[src/hdl/shs_pkg.sv]
// ----------------------------------------------------------------------------
// shs_pkg
// Shared types, constants and round functions of the SHA-256 stream hasher.
// ----------------------------------------------------------------------------
`default_nettype none

package shs_pkg;

  // byte counter and limit width
  localparam int unsigned CntW = 27;

  // limit register value after reset (64 MiB)
  localparam logic [CntW-1:0] MAX_BYTES_RST = 27'd67108864;

  // padding marker byte
  localparam logic [7:0] PAD_MARK = 8'h80;

  // command from the intake side to the compression side
  typedef struct packed {
    logic            store;     // data holds a message byte
    logic            fin;       // message ends, pad and emit digest
    logic            too_long;  // message ends over the limit
    logic [7:0]      data;
    logic [CntW-1:0] count;     // message length in bytes after this item
  } shs_cmd_t;

  // round constants
  localparam logic [31:0] ROUND_K [64] = '{
    32'h428a2f98, 32'h71374491, 32'hb5c0fbcf, 32'he9b5dba5,
    32'h3956c25b, 32'h59f111f1, 32'h923f82a4, 32'hab1c5ed5,
    32'hd807aa98, 32'h12835b01, 32'h243185be, 32'h550c7dc3,
    32'h72be5d74, 32'h80deb1fe, 32'h9bdc06a7, 32'hc19bf174,
    32'he49b69c1, 32'hefbe4786, 32'h0fc19dc6, 32'h240ca1cc,
    32'h2de92c6f, 32'h4a7484aa, 32'h5cb0a9dc, 32'h76f988da,
    32'h983e5152, 32'ha831c66d, 32'hb00327c8, 32'hbf597fc7,
    32'hc6e00bf3, 32'hd5a79147, 32'h06ca6351, 32'h14292967,
    32'h27b70a85, 32'h2e1b2138, 32'h4d2c6dfc, 32'h53380d13,
    32'h650a7354, 32'h766a0abb, 32'h81c2c92e, 32'h92722c85,
    32'ha2bfe8a1, 32'ha81a664b, 32'hc24b8b70, 32'hc76c51a3,
    32'hd192e819, 32'hd6990624, 32'hf40e3585, 32'h106aa070,
    32'h19a4c116, 32'h1e376c08, 32'h2748774c, 32'h34b0bcb5,
    32'h391c0cb3, 32'h4ed8aa4a, 32'h5b9cca4f, 32'h682e6ff3,
    32'h748f82ee, 32'h78a5636f, 32'h84c87814, 32'h8cc70208,
    32'h90befffa, 32'ha4506ceb, 32'hbef9a3f7, 32'hc67178f2
  };

  // initial chaining value
  localparam logic [31:0] H_INIT [8] = '{
    32'h6a09e667, 32'hbb67ae85, 32'h3c6ef372, 32'ha54ff53a,
    32'h510e527f, 32'h9b05688c, 32'h1f83d9ab, 32'h5be0cd19
  };

  function automatic logic [31:0] rotr(input logic [31:0] x, input int unsigned n);
    return (x >> n) | (x << (32 - n));
  endfunction

  function automatic logic [31:0] big_sig0(input logic [31:0] x);
    return rotr(x, 2) ^ rotr(x, 13) ^ rotr(x, 22);
  endfunction

  function automatic logic [31:0] big_sig1(input logic [31:0] x);
    return rotr(x, 6) ^ rotr(x, 11) ^ rotr(x, 25);
  endfunction

  function automatic logic [31:0] sml_sig0(input logic [31:0] x);
    return rotr(x, 7) ^ rotr(x, 18) ^ (x >> 3);
  endfunction

  function automatic logic [31:0] sml_sig1(input logic [31:0] x);
    return rotr(x, 17) ^ rotr(x, 19) ^ (x >> 10);
  endfunction

endpackage

`default_nettype wire

[src/hdl/shs_front.sv]
// ----------------------------------------------------------------------------
// shs_front
// Item intake: counts message bytes, checks the length limit and turns each
// item into at most one command for the compression side.
// ----------------------------------------------------------------------------
`default_nettype none

module shs_front (
  input  wire logic                    clk_i,
  input  wire logic                    rst_ni,
  input  wire logic [shs_pkg::CntW-1:0] max_bytes_i,
  input  wire logic                    in_valid_i,
  output logic                         in_ready_o,
  input  wire logic [7:0]              data_byte_i,
  input  wire logic                    byte_present_i,
  input  wire logic                    last_byte_i,
  input  wire logic                    q_full_i,
  output logic                         push_o,
  output shs_pkg::shs_cmd_t            cmd_o
);
  import shs_pkg::*;

  logic [CntW-1:0] cnt_q;
  logic            over_q;
  logic            take;
  logic            set_over;
  logic            over_now;
  logic            accept;
  logic [CntW-1:0] cnt_inc;

  // classify the item against the limit
  always_comb begin
    take     = byte_present_i && !over_q && (cnt_q < max_bytes_i);
    set_over = byte_present_i && !over_q && !(cnt_q < max_bytes_i);
    over_now = over_q || set_over;
    cnt_inc  = cnt_q + CntW'(1);
    accept   = in_valid_i && in_ready_o;
  end

  assign in_ready_o = !q_full_i;
  assign push_o     = accept && (take || last_byte_i);

  // command toward the queue
  always_comb begin
    cmd_o.store    = take;
    cmd_o.fin      = last_byte_i && !over_now;
    cmd_o.too_long = last_byte_i && over_now;
    cmd_o.data     = data_byte_i;
    cmd_o.count    = take ? cnt_inc : cnt_q;
  end

  // byte count and over-limit flag, cleared at message end
  always_ff @(posedge clk_i or negedge rst_ni) begin
    if (!rst_ni) begin
      cnt_q  <= '0;
      over_q <= 1'b0;
    end else if (accept) begin
      if (last_byte_i) begin
        cnt_q  <= '0;
        over_q <= 1'b0;
      end else begin
        if (take) cnt_q <= cnt_inc;
        if (set_over) over_q <= 1'b1;
      end
    end
  end

endmodule

`default_nettype wire

[src/hdl/shs_fifo.sv]
// ----------------------------------------------------------------------------
// shs_fifo
// Small command queue between intake and compression.
// ----------------------------------------------------------------------------
`default_nettype none

module shs_fifo #(
  parameter int unsigned DEPTH = 4
) (
  input  wire logic              clk_i,
  input  wire logic              rst_ni,
  input  wire logic              push_i,
  input  shs_pkg::shs_cmd_t      push_data_i,
  output logic                   full_o,
  input  wire logic              pop_i,
  output logic                   valid_o,
  output shs_pkg::shs_cmd_t      data_o
);
  import shs_pkg::*;

  localparam int unsigned PtrW = (DEPTH > 1) ? $clog2(DEPTH) : 1;
  localparam int unsigned CntQW = $clog2(DEPTH + 1);

  shs_cmd_t         mem_q [DEPTH];
  logic [PtrW-1:0]  wr_q;
  logic [PtrW-1:0]  rd_q;
  logic [CntQW-1:0] cnt_q;

  assign full_o  = (cnt_q == CntQW'(DEPTH));
  assign valid_o = (cnt_q != '0);
  assign data_o  = mem_q[rd_q];

  // storage
  always_ff @(posedge clk_i) begin
    if (push_i) mem_q[wr_q] <= push_data_i;
  end

  // pointers and fill level
  always_ff @(posedge clk_i or negedge rst_ni) begin
    if (!rst_ni) begin
      wr_q  <= '0;
      rd_q  <= '0;
      cnt_q <= '0;
    end else begin
      if (push_i) wr_q <= (wr_q == PtrW'(DEPTH - 1)) ? '0 : wr_q + PtrW'(1);
      if (pop_i) rd_q <= (rd_q == PtrW'(DEPTH - 1)) ? '0 : rd_q + PtrW'(1);
      if (push_i && !pop_i) cnt_q <= cnt_q + CntQW'(1);
      else if (pop_i && !push_i) cnt_q <= cnt_q - CntQW'(1);
    end
  end

  // no pop from an empty queue, no push into a full one
  a_pop_nonempty: assert property (@(posedge clk_i) disable iff (!rst_ni)
    pop_i |-> cnt_q != '0) else $error("pop from empty command queue");
  a_push_room: assert property (@(posedge clk_i) disable iff (!rst_ni)
    push_i |-> !full_o) else $error("push into full command queue");
  // fill level never exceeds the depth
  a_cnt_bound: assert property (@(posedge clk_i) disable iff (!rst_ni)
    cnt_q <= CntQW'(DEPTH)) else $error("command queue fill level out of range");

endmodule

`default_nettype wire

[src/hdl/shs_back.sv]
// ----------------------------------------------------------------------------
// shs_back
// Compression side: packs bytes into the block window, adds padding and
// length, runs one SHA-256 round per cycle and sends out the digest words.
// ----------------------------------------------------------------------------
`default_nettype none

module shs_back (
  input  wire logic           clk_i,
  input  wire logic           rst_ni,
  input  wire logic           cmd_valid_i,
  input  shs_pkg::shs_cmd_t   cmd_i,
  output logic                cmd_pop_o,
  output logic                out_valid_o,
  input  wire logic           out_ready_i,
  output logic [31:0]         digest_word_o,
  output logic [2:0]          word_index_o,
  output logic                last_word_o,
  output logic                too_long_o
);
  import shs_pkg::*;

  localparam logic [2:0] S_IDLE  = 3'd0;
  localparam logic [2:0] S_PAD   = 3'd1;
  localparam logic [2:0] S_ROUND = 3'd2;
  localparam logic [2:0] S_ADD   = 3'd3;
  localparam logic [2:0] S_OUT   = 3'd4;
  localparam logic [2:0] S_TOO   = 3'd5;

  logic [2:0]  state_q, state_d;
  logic [5:0]  pos_q, pos_d;        // bytes held in the current block
  logic [5:0]  rnd_q, rnd_d;
  logic [2:0]  idx_q, idx_d;
  logic        mark_q, mark_d;      // 0x80 already placed
  logic        wrap_q, wrap_d;      // marker landed past byte 55, length goes next block
  logic        finblk_q, finblk_d;  // block holding the length is in flight
  logic        padact_q, padact_d;  // finishing a message
  logic        finpend_q, finpend_d;
  logic [31:0] len_q, len_d;        // low word of the bit length, sent msb first

  logic [31:0] w_q [16];
  logic [31:0] v_q [8];
  logic [31:0] h_q [8];

  logic        shift_en;
  logic [7:0]  shift_byte;
  logic        round_en;
  logic        load_v;
  logic        add_h;
  logic        init_h;
  logic        out_load;
  logic        slot_free;
  logic [31:0] out_word;
  logic [2:0]  out_index;
  logic        out_last;
  logic        out_too;

  logic        out_valid_q;
  logic [31:0] word_q;
  logic [2:0]  index_q;
  logic        last_q;
  logic        too_q;

  logic [31:0] t1;
  logic [31:0] t2;
  logic [31:0] w_new;

  assign slot_free = !out_valid_q || out_ready_i;

  // round datapath
  always_comb begin
    t1 = v_q[7] + big_sig1(v_q[4]) + ((v_q[4] & v_q[5]) ^ (~v_q[4] & v_q[6]))
       + ROUND_K[rnd_q] + w_q[0];
    t2 = big_sig0(v_q[0]) + ((v_q[0] & v_q[1]) ^ (v_q[0] & v_q[2]) ^ (v_q[1] & v_q[2]));
    w_new = sml_sig1(w_q[14]) + w_q[9] + sml_sig0(w_q[1]) + w_q[0];
  end

  // sequencer
  always_comb begin
    state_d    = state_q;
    pos_d      = pos_q;
    rnd_d      = rnd_q;
    idx_d      = idx_q;
    mark_d     = mark_q;
    wrap_d     = wrap_q;
    finblk_d   = finblk_q;
    padact_d   = padact_q;
    finpend_d  = finpend_q;
    len_d      = len_q;
    cmd_pop_o  = 1'b0;
    shift_en   = 1'b0;
    shift_byte = cmd_i.data;
    round_en   = 1'b0;
    load_v     = 1'b0;
    add_h      = 1'b0;
    init_h     = 1'b0;
    out_load   = 1'b0;
    out_word   = h_q[idx_q];
    out_index  = idx_q;
    out_last   = (idx_q == 3'd7);
    out_too    = 1'b0;

    unique case (state_q)
      S_IDLE: begin
        if (cmd_valid_i) begin
          cmd_pop_o = 1'b1;
          if (cmd_i.fin) begin
            len_d    = {2'b00, cmd_i.count, 3'b000};
            mark_d   = 1'b0;
            wrap_d   = 1'b0;
            finblk_d = 1'b0;
          end
          if (cmd_i.too_long) begin
            state_d = S_TOO;
          end else if (cmd_i.store) begin
            shift_en = 1'b1;
            pos_d    = pos_q + 6'd1;
            if (pos_q == 6'd63) begin
              load_v    = 1'b1;
              rnd_d     = '0;
              finpend_d = cmd_i.fin;
              state_d   = S_ROUND;
            end else if (cmd_i.fin) begin
              padact_d = 1'b1;
              state_d  = S_PAD;
            end
          end else if (cmd_i.fin) begin
            padact_d = 1'b1;
            state_d  = S_PAD;
          end
        end
      end
      S_PAD: begin
        shift_en = 1'b1;
        pos_d    = pos_q + 6'd1;
        if (!mark_q) begin
          shift_byte = PAD_MARK;
          mark_d     = 1'b1;
          if (pos_q[5:3] == 3'b111) wrap_d = 1'b1;
        end else if ((pos_q[5:3] == 3'b111) && !wrap_q) begin
          // upper length word is always zero
          shift_byte = pos_q[2] ? len_q[31:24] : 8'h00;
          if (pos_q[2]) len_d = {len_q[23:0], 8'h00};
          if (pos_q == 6'd63) finblk_d = 1'b1;
        end else begin
          shift_byte = 8'h00;
        end
        if (pos_q == 6'd63) begin
          load_v  = 1'b1;
          rnd_d   = '0;
          state_d = S_ROUND;
        end
      end
      S_ROUND: begin
        round_en = 1'b1;
        rnd_d    = rnd_q + 6'd1;
        if (rnd_q == 6'd63) state_d = S_ADD;
      end
      S_ADD: begin
        add_h = 1'b1;
        if (padact_q && finblk_q) begin
          idx_d   = '0;
          state_d = S_OUT;
        end else if (padact_q || finpend_q) begin
          padact_d  = 1'b1;
          finpend_d = 1'b0;
          wrap_d    = 1'b0;
          state_d   = S_PAD;
        end else begin
          state_d = S_IDLE;
        end
      end
      S_OUT: begin
        if (slot_free) begin
          out_load = 1'b1;
          idx_d    = idx_q + 3'd1;
          if (idx_q == 3'd7) begin
            init_h   = 1'b1;
            padact_d = 1'b0;
            finblk_d = 1'b0;
            state_d  = S_IDLE;
          end
        end
      end
      S_TOO: begin
        out_word  = '0;
        out_index = '0;
        out_last  = 1'b1;
        out_too   = 1'b1;
        if (slot_free) begin
          out_load = 1'b1;
          init_h   = 1'b1;
          pos_d    = '0;
          state_d  = S_IDLE;
        end
      end
      default: state_d = S_IDLE;
    endcase
  end

  // control registers
  always_ff @(posedge clk_i or negedge rst_ni) begin
    if (!rst_ni) begin
      state_q     <= S_IDLE;
      pos_q       <= '0;
      rnd_q       <= '0;
      idx_q       <= '0;
      mark_q      <= 1'b0;
      wrap_q      <= 1'b0;
      finblk_q    <= 1'b0;
      padact_q    <= 1'b0;
      finpend_q   <= 1'b0;
      out_valid_q <= 1'b0;
    end else begin
      state_q   <= state_d;
      pos_q     <= pos_d;
      rnd_q     <= rnd_d;
      idx_q     <= idx_d;
      mark_q    <= mark_d;
      wrap_q    <= wrap_d;
      finblk_q  <= finblk_d;
      padact_q  <= padact_d;
      finpend_q <= finpend_d;
      if (out_load) out_valid_q <= 1'b1;
      else if (out_ready_i) out_valid_q <= 1'b0;
    end
  end

  // chaining value
  always_ff @(posedge clk_i or negedge rst_ni) begin
    if (!rst_ni) begin
      for (int i = 0; i < 8; i++) h_q[i] <= H_INIT[i];
    end else if (init_h) begin
      for (int i = 0; i < 8; i++) h_q[i] <= H_INIT[i];
    end else if (add_h) begin
      for (int i = 0; i < 8; i++) h_q[i] <= h_q[i] + v_q[i];
    end
  end

  // block window: byte shift on intake and padding, word shift with schedule during rounds
  always_ff @(posedge clk_i) begin
    if (shift_en) begin
      for (int i = 0; i < 15; i++) w_q[i] <= {w_q[i][23:0], w_q[i+1][31:24]};
      w_q[15] <= {w_q[15][23:0], shift_byte};
    end else if (round_en) begin
      for (int i = 0; i < 15; i++) w_q[i] <= w_q[i+1];
      w_q[15] <= w_new;
    end
  end

  // working variables
  always_ff @(posedge clk_i) begin
    if (load_v) begin
      for (int i = 0; i < 8; i++) v_q[i] <= h_q[i];
    end else if (round_en) begin
      v_q[0] <= t1 + t2;
      v_q[1] <= v_q[0];
      v_q[2] <= v_q[1];
      v_q[3] <= v_q[2];
      v_q[4] <= v_q[3] + t1;
      v_q[5] <= v_q[4];
      v_q[6] <= v_q[5];
      v_q[7] <= v_q[6];
    end
  end

  // length word and result payload
  always_ff @(posedge clk_i) begin
    len_q <= len_d;
    if (out_load) begin
      word_q  <= out_word;
      index_q <= out_index;
      last_q  <= out_last;
      too_q   <= out_too;
    end
  end

  assign out_valid_o   = out_valid_q;
  assign digest_word_o = word_q;
  assign word_index_o  = index_q;
  assign last_word_o   = last_q;
  assign too_long_o    = too_q;

  // the last round always hands over to the final addition
  a_round_end: assert property (@(posedge clk_i) disable iff (!rst_ni)
    (state_q == S_ROUND && rnd_q == 6'd63) |=> state_q == S_ADD)
    else $error("round sequence did not end in the addition step");
  // digest words only go out on a block boundary
  a_out_aligned: assert property (@(posedge clk_i) disable iff (!rst_ni)
    state_q == S_OUT |-> pos_q == '0)
    else $error("digest output with a partial block");
  // an over-limit result is the only and final one of its run
  a_too_long_shape: assert property (@(posedge clk_i) disable iff (!rst_ni)
    (out_valid_q && too_q) |-> (last_q && index_q == '0 && word_q == '0))
    else $error("malformed too_long result");

endmodule

`default_nettype wire

[src/hdl/sha256_stream_hasher_top.sv]
// ----------------------------------------------------------------------------
// sha256_stream_hasher_top
// Streaming SHA-256 over a byte message with a message length limit.
// ----------------------------------------------------------------------------
// Throughput: one byte per cycle into the block window while the compression side
//   is idle; every 64th byte starts the rounds and the chaining add, which hold the bytes.
// After the final item: the queue, then padding, rounds and the chaining add for
//   each final block (one or two), then the eight digest words go out.
// Reset: asynchronous; clears the queue and counters, loads the initial hash
//   and a limit of 67108864 bytes; no clearing pass.
`default_nettype none

module sha256_stream_hasher_top #(
  parameter int unsigned FIFO_DEPTH = 4
) (
  input  wire logic                     clk_i,
  input  wire logic                     rst_ni,
  input  wire logic                     cfg_we_i,
  input  wire logic [shs_pkg::CntW-1:0] cfg_wdata_i,
  input  wire logic                     in_valid_i,
  output logic                          in_ready_o,
  input  wire logic [7:0]               data_byte_i,
  input  wire logic                     byte_present_i,
  input  wire logic                     last_byte_i,
  output logic                          out_valid_o,
  input  wire logic                     out_ready_i,
  output logic [31:0]                   digest_word_o,
  output logic [2:0]                    word_index_o,
  output logic                          last_word_o,
  output logic                          too_long_o
);
  import shs_pkg::*;

  logic [CntW-1:0] max_bytes_q;
  logic            q_full;
  logic            push;
  shs_cmd_t        push_cmd;
  logic            pop;
  logic            q_valid;
  shs_cmd_t        q_cmd;

  // length limit register
  always_ff @(posedge clk_i or negedge rst_ni) begin
    if (!rst_ni) begin
      max_bytes_q <= MAX_BYTES_RST;
    end else if (cfg_we_i) begin
      max_bytes_q <= cfg_wdata_i;
    end
  end

  shs_front u_front (
    .clk_i          (clk_i),
    .rst_ni         (rst_ni),
    .max_bytes_i    (max_bytes_q),
    .in_valid_i     (in_valid_i),
    .in_ready_o     (in_ready_o),
    .data_byte_i    (data_byte_i),
    .byte_present_i (byte_present_i),
    .last_byte_i    (last_byte_i),
    .q_full_i       (q_full),
    .push_o         (push),
    .cmd_o          (push_cmd)
  );

  shs_fifo #(
    .DEPTH (FIFO_DEPTH)
  ) u_fifo (
    .clk_i       (clk_i),
    .rst_ni      (rst_ni),
    .push_i      (push),
    .push_data_i (push_cmd),
    .full_o      (q_full),
    .pop_i       (pop),
    .valid_o     (q_valid),
    .data_o      (q_cmd)
  );

  shs_back u_back (
    .clk_i         (clk_i),
    .rst_ni        (rst_ni),
    .cmd_valid_i   (q_valid),
    .cmd_i         (q_cmd),
    .cmd_pop_o     (pop),
    .out_valid_o   (out_valid_o),
    .out_ready_i   (out_ready_i),
    .digest_word_o (digest_word_o),
    .word_index_o  (word_index_o),
    .last_word_o   (last_word_o),
    .too_long_o    (too_long_o)
  );

endmodule

`default_nettype wire
[config.mk]
export PLATFORM = sky130hd
export DESIGN_NAME = sha256_stream_hasher_top
export DESIGN_NICKNAME = d
export VERILOG_FILES = /design/src/hdl/shs_pkg.sv /design/src/hdl/shs_front.sv /design/src/hdl/shs_fifo.sv /design/src/hdl/shs_back.sv /design/src/hdl/sha256_stream_hasher_top.sv
export SDC_FILE = /design/constraint.sdc
export NUM_CORES = 2
export LEC_CHECK = 0
export BUFFER_PORTS_ARGS = -buffer_cell sky130_fd_sc_hd__buf_2
export CORE_MARGIN = 1.5
export CORE_UTILIZATION = 50
export DETAILED_ROUTE_END_ITERATION = 7
export GPL_TIMING_DRIVEN = 0
export PLACE_DENSITY = 0.61
export SYNTH_ARGS = -nofsm -noshare
export SYNTH_HDL_FRONTEND = slang
export SYNTH_SLANG_ARGS = --single-unit
[constraint.sdc]
create_clock -name clk_i -period 31.4 [get_ports clk_i]
set_input_delay 1.57 -clock clk_i [delete_from_list [all_inputs] [get_ports clk_i]]
set_output_delay 1.57 -clock clk_i [all_outputs]
set_load 0.02 [all_outputs]
==> flow_summary.rst <==
.. list-table::
   :header-rows: 1

   * - Metric
     - Value
   * - Library cell occupying the most area in the post-synthesis netlist
     - sky130_fd_sc_hd__edfxtp_1
   * - Total standard cell area after synthesis
     - approximately 84000 sq um
   * - Worst Max-Slew Pin Slew
     - 1.563 ns
   * - Share of synthesized cell area in and, or, nand and nor gates
     - roughly 17%
   * - Library cell appearing most often on the critical path
     - sky130_fd_sc_hd__o21ai_0
   * - Num Clock Sinks
     - roughly 1300
   * - Minimum clock period
     - approximately 13 ns
   * - Final setup violation count
     - 0
   * - Worst-case reg-to-reg path depth
     - 37
   * - Number of buffers added by the clock tree synthesis step
     - between 150 and 200
   * - Area share of the largest cell type after synthesis
     - 35.27%
   * - Tcrit/Tclk final
     - 40.47%
   * - HPWL after detailed placement
     - 243000 um
   * - CTS Buffer Depth
     - 3
   * - Detail Route Antenna Nets
     - 0
   * - Pin count of the biggest net entering global routing
     - just under 100
   * - Clock tree root buffer cell
     - sky130_fd_sc_hd__clkbuf_16
   * - Number of global-route vias before repair
     - 66112
   * - First-pass GRT wire length
     - roughly 460000 um
   * - Worst path slowest cell
     - sky130_fd_sc_hd__o21ai_0
   * - Number of hold buffers added after cts
     - 0
   * - Largest family of logic cells by synthesized area
     - simple AND/OR/NAND/NOR gates
   * - Routed wire length per instance
     - ~28 um
   * - Area of all sequential standard cells
     - roughly 38000 sq um
   * - Number of H-tree levels
     - 4
   * - Sequential-to-total area share from yosys stat
     - between 40 and 50%
   * - Required time of the worst setup path
     - 31.94 ns
   * - Total Routed Length
     - around 320000 um
   * - Clock tree from TritonCTS
     - built
   * - Final hold viol count
     - 0
   * - Highest cell delay on the worst timing path
     - between 1 and 1.5 ns
   * - Path class of the lowest-slack min-delay path
     - register to register
   * - Main area contributors after synthesis
     - sky130_fd_sc_hd__edfxtp_1 (35%), sky130_fd_sc_hd__nand2_1 (11%), sky130_fd_sc_hd__ha_1 (6.4%)
   * - Number of enable flip-flop cells after synthesis
     - just under 1000
   * - Total routing resource utilization after global routing
     - 37.06%
   * - Die Area
     - around 170000 sq um
   * - Area share of xor/xnor cells in the synthesized design
     - 6.216%
   * - Number of storage elements in the synthesis netlist
     - 1328
   * - Initial antenna violation count
     - 7
   * - GRT Residual Overflow
     - 0
   * - Fraction of layout instances using a drive strength above 1
     - under 10%
   * - Maximum fanout encountered on the critical timing path
     - 16
   * - Via count
     - around 69000
   * - Effective utilization at floorplan
     - between 50% and 60%
   * - Pre-Repair DR Iteration Count
     - 8
   * - Count of fill cells added during filler insertion
     - about 15000
   * - Primary flip-flop cell chosen by synthesis mapping
     - sky130_fd_sc_hd__edfxtp_1
   * - Unrepaired setup endpoints after global routing
     - false
   * - Asr flop ratio synth
     - 25.75%
   * - Post-CTS resize count
     - 0
   * - Critical Path Source Type
     - register
   * - Count of warnings emitted by yosys
     - 0
   * - Die boundary height
     - slightly above 400 um
   * - Vias per Instance
     - around 6.1
   * - Post-CTS Setup Inserts
     - 0
   * - Compound-Gate Fraction of Synth Area
     - 12.84%
   * - Iteration-0 DRC count of the detailed router
     - about 7800
   * - Critical Path Sink Type
     - register
   * - Highest Clock Rate
     - 0.07869 GHz
   * - Final net count
     - between 9000 and 10000
   * - Clock latency of the later-clocked register in the worst-skew pair
     - ~0.84 ns
   * - Die boundary width
     - roughly 410 um
   * - Critical Path AT
     - roughly 13 ns
   * - Worst Skew
     - ~0.049 ns
   * - Failing checks
     - max-capacitance violations, max-slew violations
   * - Post-synthesis net count
     - 9388
   * - Synth-to-Final Area Change
     - 10.66%
   * - Number of top-level pins
     - between 80 and 90
   * - GP Congestion
     - between 0.9 and 1
   * - Unique masters post-synth
     - 90
   * - Residual DRC count
     - 0
   * - Synthesized-area fraction occupied by adder cells
     - a little under an eighth
   * - Multiplexer share of the synthesized area
     - approximately 3.4%
   * - Depth of the worst hold-timing path
     - 2
   * - Number of port buffers
     - between 70 and 80
   * - Normalized max-slew margin
     - -4.193%
   * - Category of the most critical setup path
     - register to register
   * - Placeable core region
     - about 170000 sq um
   * - Slew Limit Fails
     - 47
   * - Number of rows created at floorplan
     - 150
   * - Clock transition at the register clock pins on the worst setup and hold paths after CTS
     - 0.06 ns
   * - Average cell area after synthesis
     - between 9 and 10 sq um
   * - Fin Setup TNS
     - 0 ns
   * - Run status
     - finished with violations
   * - Footprint of the multi-input gates
     - 42540 sq um
   * - Mapped Cells
     - roughly 8700
   * - Maxcap violations
     - 7
[layer usage]
layer  GRT usage, %  share of wire (%)
met1          48.96                 40
met3          7.989                9.2
met5              0             0.0038
met2          56.95                 44
met4          20.11                6.4
[cell type report]
| class | count | share of cell area, % |
|---|---|---|
| timing repair buffer | 103 | 1.032 |
| tap | 2204 | 2.969 |
| clock inverter | 87 | 1.072 |
| buffer | 494 | 2.029 |
| antenna | 5 | 0.01347 |
| inverter | 325 | 1.313 |
| clock buffer | 202 | 4.495 |
| multi-input combinational | 6575 | 45.80 |
| sequential | 1328 | 41.27 |
[registers in the layout, indices dropped and copies added (netlist names), 2 cells and up]
| name | flops |
|---|---|
| max_bytes_q | 27 |
| u_back.digest_word_o | 32 |
| u_back.h_q | 256 |
| u_back.idx_q | 3 |
| u_back.len_q | 29 |
| u_back.pos_q | 6 |
| u_back.rnd_q | 6 |
| u_back.state_q | 3 |
| u_back.v_q | 256 |
| u_back.w_q | 512 |
| u_back.word_index_o | 3 |
| u_fifo.cnt_q | 3 |
| u_fifo.mem_q | 152 |
| u_fifo.rd_q | 2 |
| u_fifo.wr_q | 2 |
| u_front.cnt_q | 27 |
[cells in the mapped netlist (185+ instances only)]
| master | number |
|---|---|
| sky130_fd_sc_hd__fa_1 | 196 |
| sky130_fd_sc_hd__a21o_1 | 185 |
| sky130_fd_sc_hd__edfxtp_1 | 986 |
| sky130_fd_sc_hd__a21oi_1 | 518 |
| sky130_fd_sc_hd__o21ai_0 | 456 |
| sky130_fd_sc_hd__xnor2_1 | 384 |
| sky130_fd_sc_hd__ha_1 | 428 |
| sky130_fd_sc_hd__clkbuf_1 | 452 |
| sky130_fd_sc_hd__nand2_1 | 2567 |
| sky130_fd_sc_hd__xor2_1 | 209 |
| sky130_fd_sc_hd__nor2_1 | 369 |
| sky130_fd_sc_hd__dfrtp_1 | 205 |
| sky130_fd_sc_hd__inv_1 | 324 |
[final timing paths]
path / startpoint / endpoint / slack, ns
worst max-delay path: u_back.rnd_q[2]$_DFFE_PN0P_ / u_back.v_q[0][31]$_DFFE_PP_ / 18.69
worst min-delay path: u_back.finblk_q$_DFFE_PN0P_ / u_back.finblk_q$_DFFE_PN0P_ / 0.49
worst max register to register: u_back.rnd_q[2]$_DFFE_PN0P_ / u_back.v_q[0][31]$_DFFE_PP_ / 18.69
worst min register to register: u_back.finblk_q$_DFFE_PN0P_ / u_back.finblk_q$_DFFE_PN0P_ / 0.49
max in group asynchronous: rst_ni / u_back.h_q[195]$_DFFE_PN0P_ / 29.13
min in group asynchronous: rst_ni / u_back.h_q[18]$_DFFE_PN0P_ / 0.69
[cell families after synthesis]
family	Yosys count
xor gates and xnor gates	594
DFF	1328
and+or+nand+nor	3450
buffers and inverters	819
AOI/OAI and AO/OA	1727
muxes	154
adders and majority gates	650
[critical path, delay by kind of cell (launching register included)]
kind	cells	cell delay [ns]
xor+xnor	3	1.09
simple gates	4	0.58
compound gates	17	5.31
fa+ha+maj	6	2.31
buf+inv	7	2.61
flops	1	0.53
[placed cells by master, fill, tap and decap left out, types with 60 or more instances in the layout]
cell type | netlist | routed
sky130_fd_sc_hd__nand3_1 | 97 | 97
sky130_fd_sc_hd__ha_1 | 428 | 428
sky130_fd_sc_hd__nand2b_1 | 76 | 76
sky130_fd_sc_hd__nor2_1 | 369 | 368
sky130_fd_sc_hd__mux4_2 | 106 | 106
sky130_fd_sc_hd__clkbuf_16 | 0 | 155
sky130_fd_sc_hd__clkbuf_1 | 452 | 478
sky130_fd_sc_hd__nor3_1 | 83 | 83
sky130_fd_sc_hd__a21oi_1 | 518 | 518
sky130_fd_sc_hd__buf_2 | 0 | 79
sky130_fd_sc_hd__a31oi_1 | 60 | 60
sky130_fd_sc_hd__fa_1 | 196 | 196
sky130_fd_sc_hd__xor2_1 | 209 | 209
sky130_fd_sc_hd__a21o_1 | 185 | 185
sky130_fd_sc_hd__xnor2_1 | 384 | 384
sky130_fd_sc_hd__o21ai_0 | 456 | 456
sky130_fd_sc_hd__dfrtp_1 | 205 | 205
sky130_fd_sc_hd__nand2_1 | 2567 | 2565
sky130_fd_sc_hd__inv_1 | 324 | 324
sky130_fd_sc_hd__dfstp_2 | 137 | 137
sky130_fd_sc_hd__o31ai_1 | 61 | 61
sky130_fd_sc_hd__edfxtp_1 | 986 | 986
[metrics by stage]
stage          instances  hold slack (ns)  cell area [sq um]  utilization, %  worst slack [ns]
6_report           11323           0.4932              92890           55.67             18.69
5_1_grt            11319           0.5127              92880           55.66             18.27
4_1_cts            11318           0.4953              92870           55.66             19.28
3_5_place_dp       11029           0.4815              87700           52.56             19.32
3_3_place_gp       11005           0.4739              87090           52.20             7.928
2_1_floorplan       8722           0.4494              83940               -             17.52
Power is not shown: default switching activity piles up to over one toggle a cycle in this logic, so the estimate is an artifact.
